`src/rtl/core/ecgmd_pkg.sv`:
```
// Package for the ECG median / decimate / limb-lead block.
// Constants, queue record type and back-end state type. No dependencies.
`default_nettype none
package ecgmd_pkg;
   localparam int CodeW    = 24;
   localparam int SumW     = 27;
   localparam int Taps     = 5;
   localparam int Chans    = 3;
   localparam int NumLeads = 7;
   localparam int UvW      = 22;
   localparam int NumW     = 30;   // signed lead numerators
   localparam int MagW     = 29;   // their magnitudes
   localparam int RecipW   = 22;

   localparam logic [CodeW-1:0]  CODE_ZERO       = 24'd6400000;
   localparam logic [NumW-1:0]   SUM_ZERO        = 30'd25600000;
   localparam logic [15:0]       PERSIST_RESET   = 16'd160;
   localparam logic [15:0]       RUN_MAX         = 16'hFFFF;
   localparam logic [RecipW-1:0] RECIP7          = 22'd2396745; // floor(2^24/7)
   localparam int                QUEUE_DEPTH_DEF = 2;

   // lead numerator slots
   localparam logic [2:0] LD_ONE   = 3'd0;
   localparam logic [2:0] LD_TWO   = 3'd1;
   localparam logic [2:0] LD_TWO_B = 3'd2;
   localparam logic [2:0] LD_THREE = 3'd3;
   localparam logic [2:0] LD_AVR   = 3'd4;
   localparam logic [2:0] LD_AVL   = 3'd5;
   localparam logic [2:0] LD_AVF   = 3'd6;
   localparam logic [2:0] LD_DONE  = 3'd7;

   typedef struct packed {
      logic [Chans-1:0][SumW-1:0] sums;
      logic [3:0]                 off;
      logic [1:0]                 alarm;
   } grp_type;

   typedef enum logic [1:0] {
      BK_IDLE,
      BK_NUM,
      BK_RUN,
      BK_SHOW
   } back_state_type;
endpackage
`default_nettype wire

```
`src/rtl/core/ecgmd_if.sv`:
```
// Channel interfaces for the ECG median / decimate block.
// No dependencies.
`default_nettype none
interface ecgmd_req_if;
   logic        valid;
   logic        ready;
   logic [23:0] code_lead_one;
   logic [23:0] code_lead_two_a;
   logic [23:0] code_lead_two_b;
   logic [3:0]  electrode_off_bits;
   logic [1:0]  drive_alarm_bits;
   modport source (output valid, code_lead_one, code_lead_two_a, code_lead_two_b,
                   electrode_off_bits, drive_alarm_bits, input ready);
   modport sink   (input valid, code_lead_one, code_lead_two_a, code_lead_two_b,
                   electrode_off_bits, drive_alarm_bits, output ready);
endinterface

interface ecgmd_rsp_if;
   logic               valid;
   logic               ready;
   logic signed [21:0] lead_one_uv;
   logic signed [21:0] lead_two_uv;
   logic signed [21:0] lead_two_b_uv;
   logic signed [21:0] lead_three_uv;
   logic signed [21:0] augmented_right_uv;
   logic signed [21:0] augmented_left_uv;
   logic signed [21:0] augmented_foot_uv;
   logic [3:0]         off_status;
   logic [2:0]         off_status_legacy;
   logic               drive_fault;
   logic [31:0]        sample_number;
   modport source (output valid, lead_one_uv, lead_two_uv, lead_two_b_uv, lead_three_uv,
                   augmented_right_uv, augmented_left_uv, augmented_foot_uv, off_status,
                   off_status_legacy, drive_fault, sample_number, input ready);
   modport sink   (input valid, lead_one_uv, lead_two_uv, lead_two_b_uv, lead_three_uv,
                   augmented_right_uv, augmented_left_uv, augmented_foot_uv, off_status,
                   off_status_legacy, drive_fault, sample_number, output ready);
endinterface
`default_nettype wire

```
`src/rtl/core/ecgmd_front.sv`:
```
// Front end: median windows, 5-tap median, 4-sample group sums.
// Depends on ecgmd_pkg and ecgmd_req_if.
`default_nettype none
module ecgmd_front (
   input  wire logic               clock,
   input  wire logic               reset,
   ecgmd_req_if.sink               req,
   output ecgmd_pkg::grp_type      push_data,
   output logic                    push_valid,
   input  wire logic               push_ready
);
   import ecgmd_pkg::*;

   logic [Taps-1:0][CodeW-1:0] win_ff [Chans];
   logic [Taps-1:0][CodeW-1:0] win_in [Chans];
   logic [2:0]                 slot_ff, slot_in;
   logic [1:0]                 phase_ff, phase_in;
   logic [SumW-1:0]            sum_ff [Chans];
   logic [SumW-1:0]            sum_in [Chans];
   logic [SumW-1:0]            sum_new [Chans];
   logic [CodeW-1:0]           codes [Chans];
   logic                       accept;

   // true middle of five: pick the element of stable rank two
   function automatic logic [CodeW-1:0] median5(input logic [Taps-1:0][CodeW-1:0] v);
      logic [2:0]       rank;
      logic [CodeW-1:0] m;
      m = v[0];
      for (int i = 0; i < Taps; i++) begin
         rank = 3'd0;
         for (int j = 0; j < Taps; j++) begin
            if ((j < i && v[j] <= v[i]) || (j > i && v[j] < v[i])) begin
               rank = rank + 3'd1;
            end
         end
         if (rank == 3'd2) begin
            m = v[i];
         end
      end
      return m;
   endfunction

   assign req.ready = push_ready;
   assign accept    = req.valid && push_ready;

   always_comb begin
      codes[0] = req.code_lead_one;
      codes[1] = req.code_lead_two_a;
      codes[2] = req.code_lead_two_b;
      for (int c = 0; c < Chans; c++) begin
         for (int k = 0; k < Taps; k++) begin
            win_in[c][k] = (accept && slot_ff == 3'(k)) ? codes[c] : win_ff[c][k];
         end
         sum_new[c] = sum_ff[c] + SumW'(median5(win_in[c]));
         push_data.sums[c] = sum_new[c];
         if (accept) begin
            sum_in[c] = (phase_ff == 2'd3) ? '0 : sum_new[c];
         end else begin
            sum_in[c] = sum_ff[c];
         end
      end
      push_data.off   = req.electrode_off_bits;
      push_data.alarm = req.drive_alarm_bits;
      push_valid      = accept && (phase_ff == 2'd3);
      slot_in  = slot_ff;
      phase_in = phase_ff;
      if (accept) begin
         slot_in  = (slot_ff == 3'(Taps - 1)) ? 3'd0 : slot_ff + 3'd1;
         phase_in = phase_ff + 2'd1;
      end
   end

   always_ff @(posedge clock) begin
      if (reset) begin
         for (int c = 0; c < Chans; c++) begin
            win_ff[c] <= {Taps{CODE_ZERO}};
            sum_ff[c] <= '0;
         end
         slot_ff  <= 3'd0;
         phase_ff <= 2'd0;
      end else begin
         for (int c = 0; c < Chans; c++) begin
            win_ff[c] <= win_in[c];
            sum_ff[c] <= sum_in[c];
         end
         slot_ff  <= slot_in;
         phase_ff <= phase_in;
      end
   end
endmodule
`default_nettype wire

```
`src/rtl/core/ecgmd_queue.sv`:
```
// Short queue of group records between front and back end.
// Depends on ecgmd_pkg.
`default_nettype none
module ecgmd_queue #(
   parameter int DEPTH = ecgmd_pkg::QUEUE_DEPTH_DEF
) (
   input  wire logic               clock,
   input  wire logic               reset,
   input  wire ecgmd_pkg::grp_type push_data,
   input  wire logic               push_valid,
   output logic                    push_ready,
   output ecgmd_pkg::grp_type      pop_data,
   output logic                    pop_valid,
   input  wire logic               pop_ready
);
   import ecgmd_pkg::*;

   localparam int AW = (DEPTH > 1) ? $clog2(DEPTH) : 1;
   localparam int CW = $clog2(DEPTH + 1);

   grp_type         data_ff [DEPTH];
   logic [AW-1:0]   wr_ff, wr_in, rd_ff, rd_in;
   logic [CW-1:0]   cnt_ff, cnt_in;
   logic            do_push, do_pop;

   assign push_ready = (cnt_ff != CW'(DEPTH));
   assign pop_valid  = (cnt_ff != '0);
   assign pop_data   = data_ff[rd_ff];
   assign do_push    = push_valid && push_ready;
   assign do_pop     = pop_valid && pop_ready;

   always_comb begin
      wr_in  = wr_ff;
      rd_in  = rd_ff;
      cnt_in = cnt_ff;
      if (do_push) begin
         wr_in = (wr_ff == AW'(DEPTH - 1)) ? '0 : wr_ff + AW'(1);
      end
      if (do_pop) begin
         rd_in = (rd_ff == AW'(DEPTH - 1)) ? '0 : rd_ff + AW'(1);
      end
      if (do_push && !do_pop) begin
         cnt_in = cnt_ff + CW'(1);
      end else if (do_pop && !do_push) begin
         cnt_in = cnt_ff - CW'(1);
      end
   end

   always_ff @(posedge clock) begin
      if (do_push) begin
         data_ff[wr_ff] <= push_data;
      end
   end

   always_ff @(posedge clock) begin
      if (reset) begin
         wr_ff  <= '0;
         rd_ff  <= '0;
         cnt_ff <= '0;
      end else begin
         wr_ff  <= wr_in;
         rd_ff  <= rd_in;
         cnt_ff <= cnt_in;
      end
   end
endmodule
`default_nettype wire

```
`src/rtl/core/ecgmd_back.sv`:
```
// Back end: lead arithmetic, shared divide-by-112 unit (224 for augmented leads), alarm run, sequence.
// Depends on ecgmd_pkg and ecgmd_rsp_if.
`default_nettype none
module ecgmd_back (
   input  wire logic               clock,
   input  wire logic               reset,
   input  wire logic [15:0]        persist,
   input  wire ecgmd_pkg::grp_type pop_data,
   input  wire logic               pop_valid,
   output logic                    pop_ready,
   ecgmd_rsp_if.source             rsp
);
   import ecgmd_pkg::*;

   localparam int AW = MagW - 4;           // magnitude over 16
   localparam int PW = AW + RecipW;
   localparam int QW = PW - 24;

   back_state_type      state_ff, state_in;
   logic signed [NumW-1:0] d_ff [Chans];
   logic signed [NumW-1:0] d_in [Chans];
   logic signed [NumW-1:0] num  [NumLeads];
   logic [MagW-1:0]     mag_ff [NumLeads];
   logic                sgn_ff [NumLeads];
   logic [2:0]          cnt_ff;
   logic [AW-1:0]       a_ff;
   logic [QW-1:0]       q0_ff;
   logic                psgn_ff, pvalid_ff;
   logic [2:0]          pidx_ff;
   logic signed [UvW-1:0] res_ff [NumLeads];
   logic [3:0]          off_ff;
   logic                fault_ff;
   logic [15:0]         run_ff, run_in;
   logic [31:0]         seq_ff, seq_out_ff;
   logic [AW-1:0]       a_sel;
   logic [PW-1:0]       prod;
   logic [AW:0]         rem;
   logic [QW-1:0]       q_fix;
   logic                take;

   assign take = (state_ff == BK_IDLE) && pop_valid;

   // next state
   always_comb begin
      state_in = state_ff;
      case (state_ff)
         BK_IDLE: if (pop_valid) state_in = BK_NUM;
         BK_NUM:  state_in = BK_RUN;
         BK_RUN:  if (cnt_ff == LD_DONE) state_in = BK_SHOW;
         BK_SHOW: if (rsp.ready) state_in = BK_IDLE;
         default: state_in = BK_IDLE;
      endcase
   end

   // outputs
   always_comb begin
      pop_ready              = (state_ff == BK_IDLE);
      rsp.valid              = (state_ff == BK_SHOW);
      rsp.lead_one_uv        = res_ff[LD_ONE];
      rsp.lead_two_uv        = res_ff[LD_TWO];
      rsp.lead_two_b_uv      = res_ff[LD_TWO_B];
      rsp.lead_three_uv      = res_ff[LD_THREE];
      rsp.augmented_right_uv = res_ff[LD_AVR];
      rsp.augmented_left_uv  = res_ff[LD_AVL];
      rsp.augmented_foot_uv  = res_ff[LD_AVF];
      rsp.off_status         = off_ff;
      rsp.off_status_legacy  = off_ff[2:0];
      rsp.drive_fault        = fault_ff;
      rsp.sample_number      = seq_out_ff;
   end

   // d = 3 * (sum - zero)
   always_comb begin
      for (int c = 0; c < Chans; c++) begin
         d_in[c] = $signed(NumW'(pop_data.sums[c]) - SUM_ZERO);
         d_in[c] = d_in[c] + (d_in[c] <<< 1);
      end
      num[LD_ONE]   = d_ff[0];
      num[LD_TWO]   = d_ff[1];
      num[LD_TWO_B] = d_ff[2];
      num[LD_THREE] = d_ff[1] - d_ff[0];
      num[LD_AVR]   = -(d_ff[0] + d_ff[1]);
      num[LD_AVL]   = (d_ff[0] <<< 1) - d_ff[1];
      num[LD_AVF]   = (d_ff[1] <<< 1) - d_ff[0];
      run_in = (pop_data.alarm != 2'd0) ? ((run_ff == RUN_MAX) ? run_ff : run_ff + 16'd1)
                                        : 16'd0;
   end

   // x/112 = (x/16)/7; reciprocal estimate is low by at most one
   always_comb begin
      a_sel = mag_ff[cnt_ff][MagW-1:4];
      prod  = PW'(a_sel) * PW'(RECIP7);
      rem   = {1'b0, a_ff} - (AW + 1)'({q0_ff, 3'b000} - {3'b000, q0_ff});
      q_fix = q0_ff + ((rem >= (AW + 1)'(7)) ? QW'(1) : QW'(0));
      if (pidx_ff >= LD_AVR) begin
         q_fix = q_fix >> 1;                // over 224
      end
   end

   always_ff @(posedge clock) begin
      if (take) begin
         for (int c = 0; c < Chans; c++) begin
            d_ff[c] <= d_in[c];
         end
         off_ff     <= pop_data.off;
         fault_ff   <= (run_in >= persist);
         seq_out_ff <= seq_ff;
      end
      if (state_ff == BK_NUM) begin
         for (int k = 0; k < NumLeads; k++) begin
            sgn_ff[k] <= num[k][NumW-1];
            mag_ff[k] <= num[k][NumW-1] ? MagW'(-num[k]) : MagW'(num[k]);
         end
      end
      a_ff    <= a_sel;
      q0_ff   <= prod[PW-1:24];
      psgn_ff <= sgn_ff[cnt_ff];
      pidx_ff <= cnt_ff;
      if (pvalid_ff) begin
         res_ff[pidx_ff] <= psgn_ff ? -$signed(q_fix[UvW-1:0]) : $signed(q_fix[UvW-1:0]);
      end
   end

   always_ff @(posedge clock) begin
      if (reset) begin
         state_ff  <= BK_IDLE;
         cnt_ff    <= 3'd0;
         pvalid_ff <= 1'b0;
         run_ff    <= 16'd0;
         seq_ff    <= 32'd0;
      end else begin
         state_ff  <= state_in;
         pvalid_ff <= (state_ff == BK_RUN) && (cnt_ff != LD_DONE);
         cnt_ff    <= (state_ff == BK_RUN) ? cnt_ff + 3'd1 : 3'd0;
         if (take) begin
            run_ff <= run_in;
            seq_ff <= seq_ff + 32'd1;
         end
      end
   end
endmodule
`default_nettype wire

```
`src/rtl/core/ecg_median_decimate_leads.sv`:
```
// Top level: ECG 5-tap median, 4:1 average decimate and limb-lead derivation.
// Depends on ecgmd_pkg, ecgmd_if, ecgmd_front, ecgmd_queue, ecgmd_back.
//
//   channel   dir   handshake       word
//   req_chan  in    valid/ready     three raw codes, off bits, alarm bits
//   rsp_chan  out   valid/ready     seven leads in uV, status, sample number
//   csr_*     in    write enable    fault_persist_count
//
// The front end takes one word per cycle while the queue is not full:
// window update, median and group sum in the accepting cycle. Every fourth
// word pushes a group record. The back end works on one group record at a
// time (load, numerators, pipelined divide by 112 or 224 through one
// multiplier, output) and takes no new record until its result is taken.
// Reset is synchronous, active high; medians restart from code 6400000.
// A stalled rsp_chan fills the queue, then req_chan ready drops.
`default_nettype none
module ecg_median_decimate_leads #(
   parameter int QUEUE_DEPTH = ecgmd_pkg::QUEUE_DEPTH_DEF
) (
   input  wire logic        clock,
   input  wire logic        reset,
   input  wire logic        csr_write_en,
   input  wire logic [15:0] csr_write_data,
   ecgmd_req_if.sink        req_chan,
   ecgmd_rsp_if.source      rsp_chan
);
   import ecgmd_pkg::*;

   logic [15:0] persist_ff;
   grp_type     push_data, pop_data;
   logic        push_valid, push_ready, pop_valid, pop_ready;

   // persistence threshold register
   always_ff @(posedge clock) begin
      if (reset) begin
         persist_ff <= PERSIST_RESET;
      end else if (csr_write_en) begin
         persist_ff <= csr_write_data;
      end
   end

   ecgmd_front u_front (
      .clock      (clock),
      .reset      (reset),
      .req        (req_chan),
      .push_data  (push_data),
      .push_valid (push_valid),
      .push_ready (push_ready)
   );

   ecgmd_queue #(.DEPTH(QUEUE_DEPTH)) u_queue (
      .clock      (clock),
      .reset      (reset),
      .push_data  (push_data),
      .push_valid (push_valid),
      .push_ready (push_ready),
      .pop_data   (pop_data),
      .pop_valid  (pop_valid),
      .pop_ready  (pop_ready)
   );

   ecgmd_back u_back (
      .clock     (clock),
      .reset     (reset),
      .persist   (persist_ff),
      .pop_data  (pop_data),
      .pop_valid (pop_valid),
      .pop_ready (pop_ready),
      .rsp       (rsp_chan)
   );
endmodule
`default_nettype wire

```
`src/flat_wrapper.sv`:
```
// flat-port wrapper written by rule: the top's interface ports become plain ports
module ecg_median_decimate_leads_flat import ecgmd_pkg::*;
#(
   parameter int QUEUE_DEPTH = ecgmd_pkg::QUEUE_DEPTH_DEF
)
  (clock, reset, csr_write_en, csr_write_data, req_chan_valid, req_chan_code_lead_one, req_chan_code_lead_two_a, req_chan_code_lead_two_b, req_chan_electrode_off_bits, req_chan_drive_alarm_bits, req_chan_ready, rsp_chan_valid, rsp_chan_lead_one_uv, rsp_chan_lead_two_uv, rsp_chan_lead_two_b_uv, rsp_chan_lead_three_uv, rsp_chan_augmented_right_uv, rsp_chan_augmented_left_uv, rsp_chan_augmented_foot_uv, rsp_chan_off_status, rsp_chan_off_status_legacy, rsp_chan_drive_fault, rsp_chan_sample_number, rsp_chan_ready);
  ecgmd_req_if req_chan_i ();
  ecgmd_rsp_if rsp_chan_i ();
  input  wire logic clock;
  input  wire logic reset;
  input  wire logic csr_write_en;
  input  wire logic [15:0] csr_write_data;
  input wire logic [$bits(req_chan_i.valid)-1:0] req_chan_valid;
  input wire logic [$bits(req_chan_i.code_lead_one)-1:0] req_chan_code_lead_one;
  input wire logic [$bits(req_chan_i.code_lead_two_a)-1:0] req_chan_code_lead_two_a;
  input wire logic [$bits(req_chan_i.code_lead_two_b)-1:0] req_chan_code_lead_two_b;
  input wire logic [$bits(req_chan_i.electrode_off_bits)-1:0] req_chan_electrode_off_bits;
  input wire logic [$bits(req_chan_i.drive_alarm_bits)-1:0] req_chan_drive_alarm_bits;
  output wire logic [$bits(req_chan_i.ready)-1:0] req_chan_ready;
  output wire logic [$bits(rsp_chan_i.valid)-1:0] rsp_chan_valid;
  output wire logic [$bits(rsp_chan_i.lead_one_uv)-1:0] rsp_chan_lead_one_uv;
  output wire logic [$bits(rsp_chan_i.lead_two_uv)-1:0] rsp_chan_lead_two_uv;
  output wire logic [$bits(rsp_chan_i.lead_two_b_uv)-1:0] rsp_chan_lead_two_b_uv;
  output wire logic [$bits(rsp_chan_i.lead_three_uv)-1:0] rsp_chan_lead_three_uv;
  output wire logic [$bits(rsp_chan_i.augmented_right_uv)-1:0] rsp_chan_augmented_right_uv;
  output wire logic [$bits(rsp_chan_i.augmented_left_uv)-1:0] rsp_chan_augmented_left_uv;
  output wire logic [$bits(rsp_chan_i.augmented_foot_uv)-1:0] rsp_chan_augmented_foot_uv;
  output wire logic [$bits(rsp_chan_i.off_status)-1:0] rsp_chan_off_status;
  output wire logic [$bits(rsp_chan_i.off_status_legacy)-1:0] rsp_chan_off_status_legacy;
  output wire logic [$bits(rsp_chan_i.drive_fault)-1:0] rsp_chan_drive_fault;
  output wire logic [$bits(rsp_chan_i.sample_number)-1:0] rsp_chan_sample_number;
  input wire logic [$bits(rsp_chan_i.ready)-1:0] rsp_chan_ready;
  assign req_chan_i.valid = req_chan_valid;
  assign req_chan_i.code_lead_one = req_chan_code_lead_one;
  assign req_chan_i.code_lead_two_a = req_chan_code_lead_two_a;
  assign req_chan_i.code_lead_two_b = req_chan_code_lead_two_b;
  assign req_chan_i.electrode_off_bits = req_chan_electrode_off_bits;
  assign req_chan_i.drive_alarm_bits = req_chan_drive_alarm_bits;
  assign req_chan_ready = req_chan_i.ready;
  assign rsp_chan_valid = rsp_chan_i.valid;
  assign rsp_chan_lead_one_uv = rsp_chan_i.lead_one_uv;
  assign rsp_chan_lead_two_uv = rsp_chan_i.lead_two_uv;
  assign rsp_chan_lead_two_b_uv = rsp_chan_i.lead_two_b_uv;
  assign rsp_chan_lead_three_uv = rsp_chan_i.lead_three_uv;
  assign rsp_chan_augmented_right_uv = rsp_chan_i.augmented_right_uv;
  assign rsp_chan_augmented_left_uv = rsp_chan_i.augmented_left_uv;
  assign rsp_chan_augmented_foot_uv = rsp_chan_i.augmented_foot_uv;
  assign rsp_chan_off_status = rsp_chan_i.off_status;
  assign rsp_chan_off_status_legacy = rsp_chan_i.off_status_legacy;
  assign rsp_chan_drive_fault = rsp_chan_i.drive_fault;
  assign rsp_chan_sample_number = rsp_chan_i.sample_number;
  assign rsp_chan_i.ready = rsp_chan_ready;
  ecg_median_decimate_leads #(.QUEUE_DEPTH(QUEUE_DEPTH)) u_core (.clock(clock), .reset(reset), .csr_write_en(csr_write_en), .csr_write_data(csr_write_data), .req_chan(req_chan_i), .rsp_chan(rsp_chan_i));
endmodule
```
`config.mk`:
```
export PLATFORM = sky130hd
export DESIGN_NAME = ecg_median_decimate_leads_flat
export DESIGN_NICKNAME = d
export VERILOG_FILES = /design/src/rtl/core/ecgmd_pkg.sv /design/src/rtl/core/ecgmd_if.sv /design/src/rtl/core/ecgmd_front.sv /design/src/rtl/core/ecgmd_queue.sv /design/src/rtl/core/ecgmd_back.sv /design/src/rtl/core/ecg_median_decimate_leads.sv /design/src/flat_wrapper.sv
export SDC_FILE = /design/constraint.sdc
export NUM_CORES = 2
export LEC_CHECK = 0
export BUFFER_PORTS_ARGS = -buffer_cell sky130_fd_sc_hd__buf_2
export CORE_MARGIN = 2
export CORE_UTILIZATION = 35
export CTS_CLUSTER_DIAMETER = 60
export DETAILED_ROUTE_END_ITERATION = 10
export SLEW_MARGIN = 25
export SYNTH_ARGS = -nofsm -noshare
export SYNTH_HDL_FRONTEND = slang
export SYNTH_SLANG_ARGS = --single-unit
```
`constraint.sdc`:
```
create_clock -name clock -period 10.8 [get_ports clock]
set_clock_uncertainty 0.1 [all_clocks]
set_input_delay 0.54 -clock clock [delete_from_list [all_inputs] [get_ports clock]]
set_output_delay 0.54 -clock clock [all_outputs]
set_load 0.02 [all_outputs]
```
==> impl_metrics.env <==
export IMPL_outcome="finished, final reports clean"
export IMPL_die_width_microns=511.8
export IMPL_cts_buffer_depth=3
export IMPL_clk_transition_reported_paths_ps=60
export IMPL_cts_made_buffers=162
export IMPL_hpwl_microns=225600
export IMPL_worst_pin_slew_ps=1112
export IMPL_grt_busiest_layer="met2"
export IMPL_clkSinkCount=1210
export IMPL_core_area_sq_um=256700
export IMPL_slew_headroom_pct=25.24
export IMPL_tns_ps=0
export IMPL_yosys_warnings=0
export IMPL_crit_arrival_ps=10770
export IMPL_critPathCaptureType="flip-flop"
export IMPL_syn_inst=9463
export IMPL_cts_tree="done"
export IMPL_route_detailed_drc=0
export IMPL_first_global_vias=73580
export IMPL_grt_max_degree=150
export IMPL_ys_flop_type="edfxtp_1"
export IMPL_slew_violations=0
export IMPL_drive_above_1_share_pct=11.04
export IMPL_dieArea_sq_um=261900
export IMPL_criticalPathCategory="reg -> reg"
export IMPL_synth_area_per_cell_sq_um=9.538
export IMPL_use_met2_pct=35.97
export IMPL_max_freq_mhz=97.04
export IMPL_num_rows=186
export IMPL_antenna_found_initial=14
export IMPL_fp_dieH_microns=511.8
export IMPL_endpoint="u_core.u_queue.data_ff[1][59]"
export IMPL_r2r_slack_ps=500
export IMPL_yosysUniqueCellTypes=91
export IMPL_hold_viol_final=0
export IMPL_cp_slowest_cell="mux4_2"
export IMPL_hold_path_class="in -> reg"
export IMPL_finalCritPeriodShare_pct=95.42
export IMPL_grt_use_met3_pct=2.715
export IMPL_syn_to_final_growth_pct=15.21
export IMPL_wl_per_cell_microns=21.24
export IMPL_rsz0062_at_grt="no"
export IMPL_ys_ff_latch=1210
export IMPL_wl_microns=287300
export IMPL_r2r_end="u_core.u_queue.data_ff[1][59]"
export IMPL_fin_area_sq_um=104000
export IMPL_crit_buf_inv=5
export IMPL_synth_most_common_cell="ha_1"
export IMPL_h_tree_depth=4
export IMPL_synth_area_sq_um=90250
export IMPL_ys_top_cells_by_count="ha_1 (1,262), inv_1 (845), nor2_1 (766)"
export IMPL_track_usage_pct=21.36
export IMPL_synth_top_cell_area_share_pct=21.19
export IMPL_synthTopCellsByArea="edfxtp_1 (21%), ha_1 (17%), dfxtp_1 (13%), mux2i_1 (5.0%), xnor2_1 (4.0%)"
export IMPL_vias=73780
export IMPL_slowest_delay_ps=510
export IMPL_worst_path_stages=44
export IMPL_cp_max_fo=33
export IMPL_grt_ovfl_total=0
export IMPL_port_buffers=294
export IMPL_grt_pass1_wl_microns=438400
export IMPL_cp_common_cell="ha_1"
export IMPL_reg2reg_from="u_core.u_front.slot_ff[0]"
export IMPL_insertion_delay_ps=860
export IMPL_hold_worst_slack_ps=52.70
export IMPL_fin_nets=11500
export IMPL_ys_seq_area_share_pct=33.90
export IMPL_cts_root_buf="clkbuf_16"
export IMPL_placed_area_sq_um=97380
export IMPL_io_pins=295
export IMPL_startpoint="u_core.u_front.slot_ff[0]"
export IMPL_start_util_pct=35.16
export IMPL_post_synth_top_area_cell="edfxtp_1"
export IMPL_r2r_cells=44
export IMPL_place_gp_congestion=0.9658
export IMPL_min_path_cells=3
export IMPL_drt_iter0_drc=5798
export IMPL_finalSetupViolCount=0
export IMPL_first_pass_iters=7
export IMPL_required_ps=11270
export IMPL_drv_cap=0
export IMPL_crit_path_start_kind="flip-flop"
export IMPL_async_flop_share_pct=0
export IMPL_synth_enable_flop_cells=637
export IMPL_cpLargestDelayFamily="compound AO/OA/AOI/OAI gates"
export IMPL_ant_nets=0
export IMPL_grt_use_met1_pct=27.87
export IMPL_vias_per_cell=5.455
export IMPL_layout_min_cycle_time_ps=10300
export IMPL_syn_nets=10970
==> cells by family (layout without fill, tap and decap cells) <==
kind of cell	count (synthesis)	after routing	synth area share (%)
and+or+nand+nor	2478	2479	13.14
other	0	3	0
muxes	531	531	6.381
xor gates and xnor gates	588	588	5.706
buffers and inverters	1146	1821	4.779
DFF	1210	1210	33.90
adders and majority gates	1413	1413	20.73
AOI/OAI and AO/OA	2097	2097	15.35
==> worst min-delay path by stage <==
| stage | start | to | slack [ps] |
|---|---|---|---|
| 2_1_floorplan | u_core.u_back.cnt_ff[1] | u_core.u_back.pidx_ff[1] | 250 |
| 3_3_place_gp | u_core.u_front.phase_ff[1] | u_core.u_front.phase_ff[1] | 350 |
| 3_5_place_dp | u_core.u_back.seq_ff[31] | u_core.u_back.rsp.sample_number[31] | 340 |
| 4_1_cts | req_chan_code_lead_one[11] | u_core.u_front.win_ff[0][11] | 0.5 |
| 5_1_grt | req_chan_code_lead_two_a[21] | u_core.u_front.win_ff[0][141] | 40 |
| 6_report | req_chan_code_lead_one[11] | u_core.u_front.win_ff[0][11] | 50 |
==> layout by cell type (no fill, tap or decap), types with 91 or more instances in the layout <==
master     instances
nand3_1          133
a21oi_1          557
o21a_1            91
nor3_1           153
clkbuf_16        162
fa_1             141
nand2_1          653
nor2_1           758
nor2b_1          120
xnor2_1          407
buf_2            293
mux2i_1          442
buf_4            295
a21o_1           284
dfxtp_1          569
edfxtp_1         637
nand4_1          164
nand2b_1         109
xor2_1           180
o21ai_0          393
ha_1            1258
inv_1            844
==> worst min-delay path: cells and delay by family <==
kind                   cells  cell delay (ps)
AND/OR/NAND/NOR            1               90
buffers and inverters      1              180
multiplexers               1              170
==> metal layers <==
metal	up-vias	share of wire, %
li1	35360	-
met1	35780	44
met2	2131	47
met3	498	5.2
met4	14	3.9
met5	-	0.029
==> sequential cells by signal, indices dropped and copies added, names as in the netlist, 4 cells and up, named ones only <==
| register | cells |
|---|---|
| u_core.persist_ff | 16 |
| u_core.u_back.a_ff | 25 |
| u_core.u_back.d_ff | 90 |
| u_core.u_back.mag_ff | 175 |
| u_core.u_back.q0_ff | 23 |
| u_core.u_back.res_ff | 154 |
| u_core.u_back.rsp.off_status | 4 |
| u_core.u_back.rsp.sample_number | 32 |
| u_core.u_back.run_ff | 16 |
| u_core.u_back.seq_ff | 32 |
| u_core.u_back.sgn_ff | 7 |
| u_core.u_front.sum_ff | 81 |
| u_core.u_front.win_ff | 360 |
| u_core.u_queue.data_ff | 174 |
==> layout make-up <==
cell class              instances  area, sq um
clock inverters               115         1533
clock buffers                 187         4209
flip-flops and latches       1210        30610
fillers                     24930       152700
inverters                     856         3223
multi-input cells            7108        55650
repair buffers                663         4517
well taps                    3384         4234
diodes                          3        7.507
==> timing repair <==
item                                    in CTS  in global routing
buffers inserted                             0                  7
endpoints found under the setup margin       0                 52
gates resized for setup                      0                 20
hold buffers                                66                  0
endpoints found under the hold margin       98                  0
==> stage by stage <==
stage	instances	worst slack, ps	util (%)
2_1_floorplan	9463	502.8	-
3_3_place_gp	13150	407.6	37.94
3_5_place_dp	13150	293.8	37.94
4_1_cts	13510	258.3	40.43
5_1_grt	13520	18.98	40.50
6_report	13530	495.0	40.51
Power is left out: the tool's default activity adds up to more than one toggle a clock period on the data nets, which glitch-free logic cannot reach.
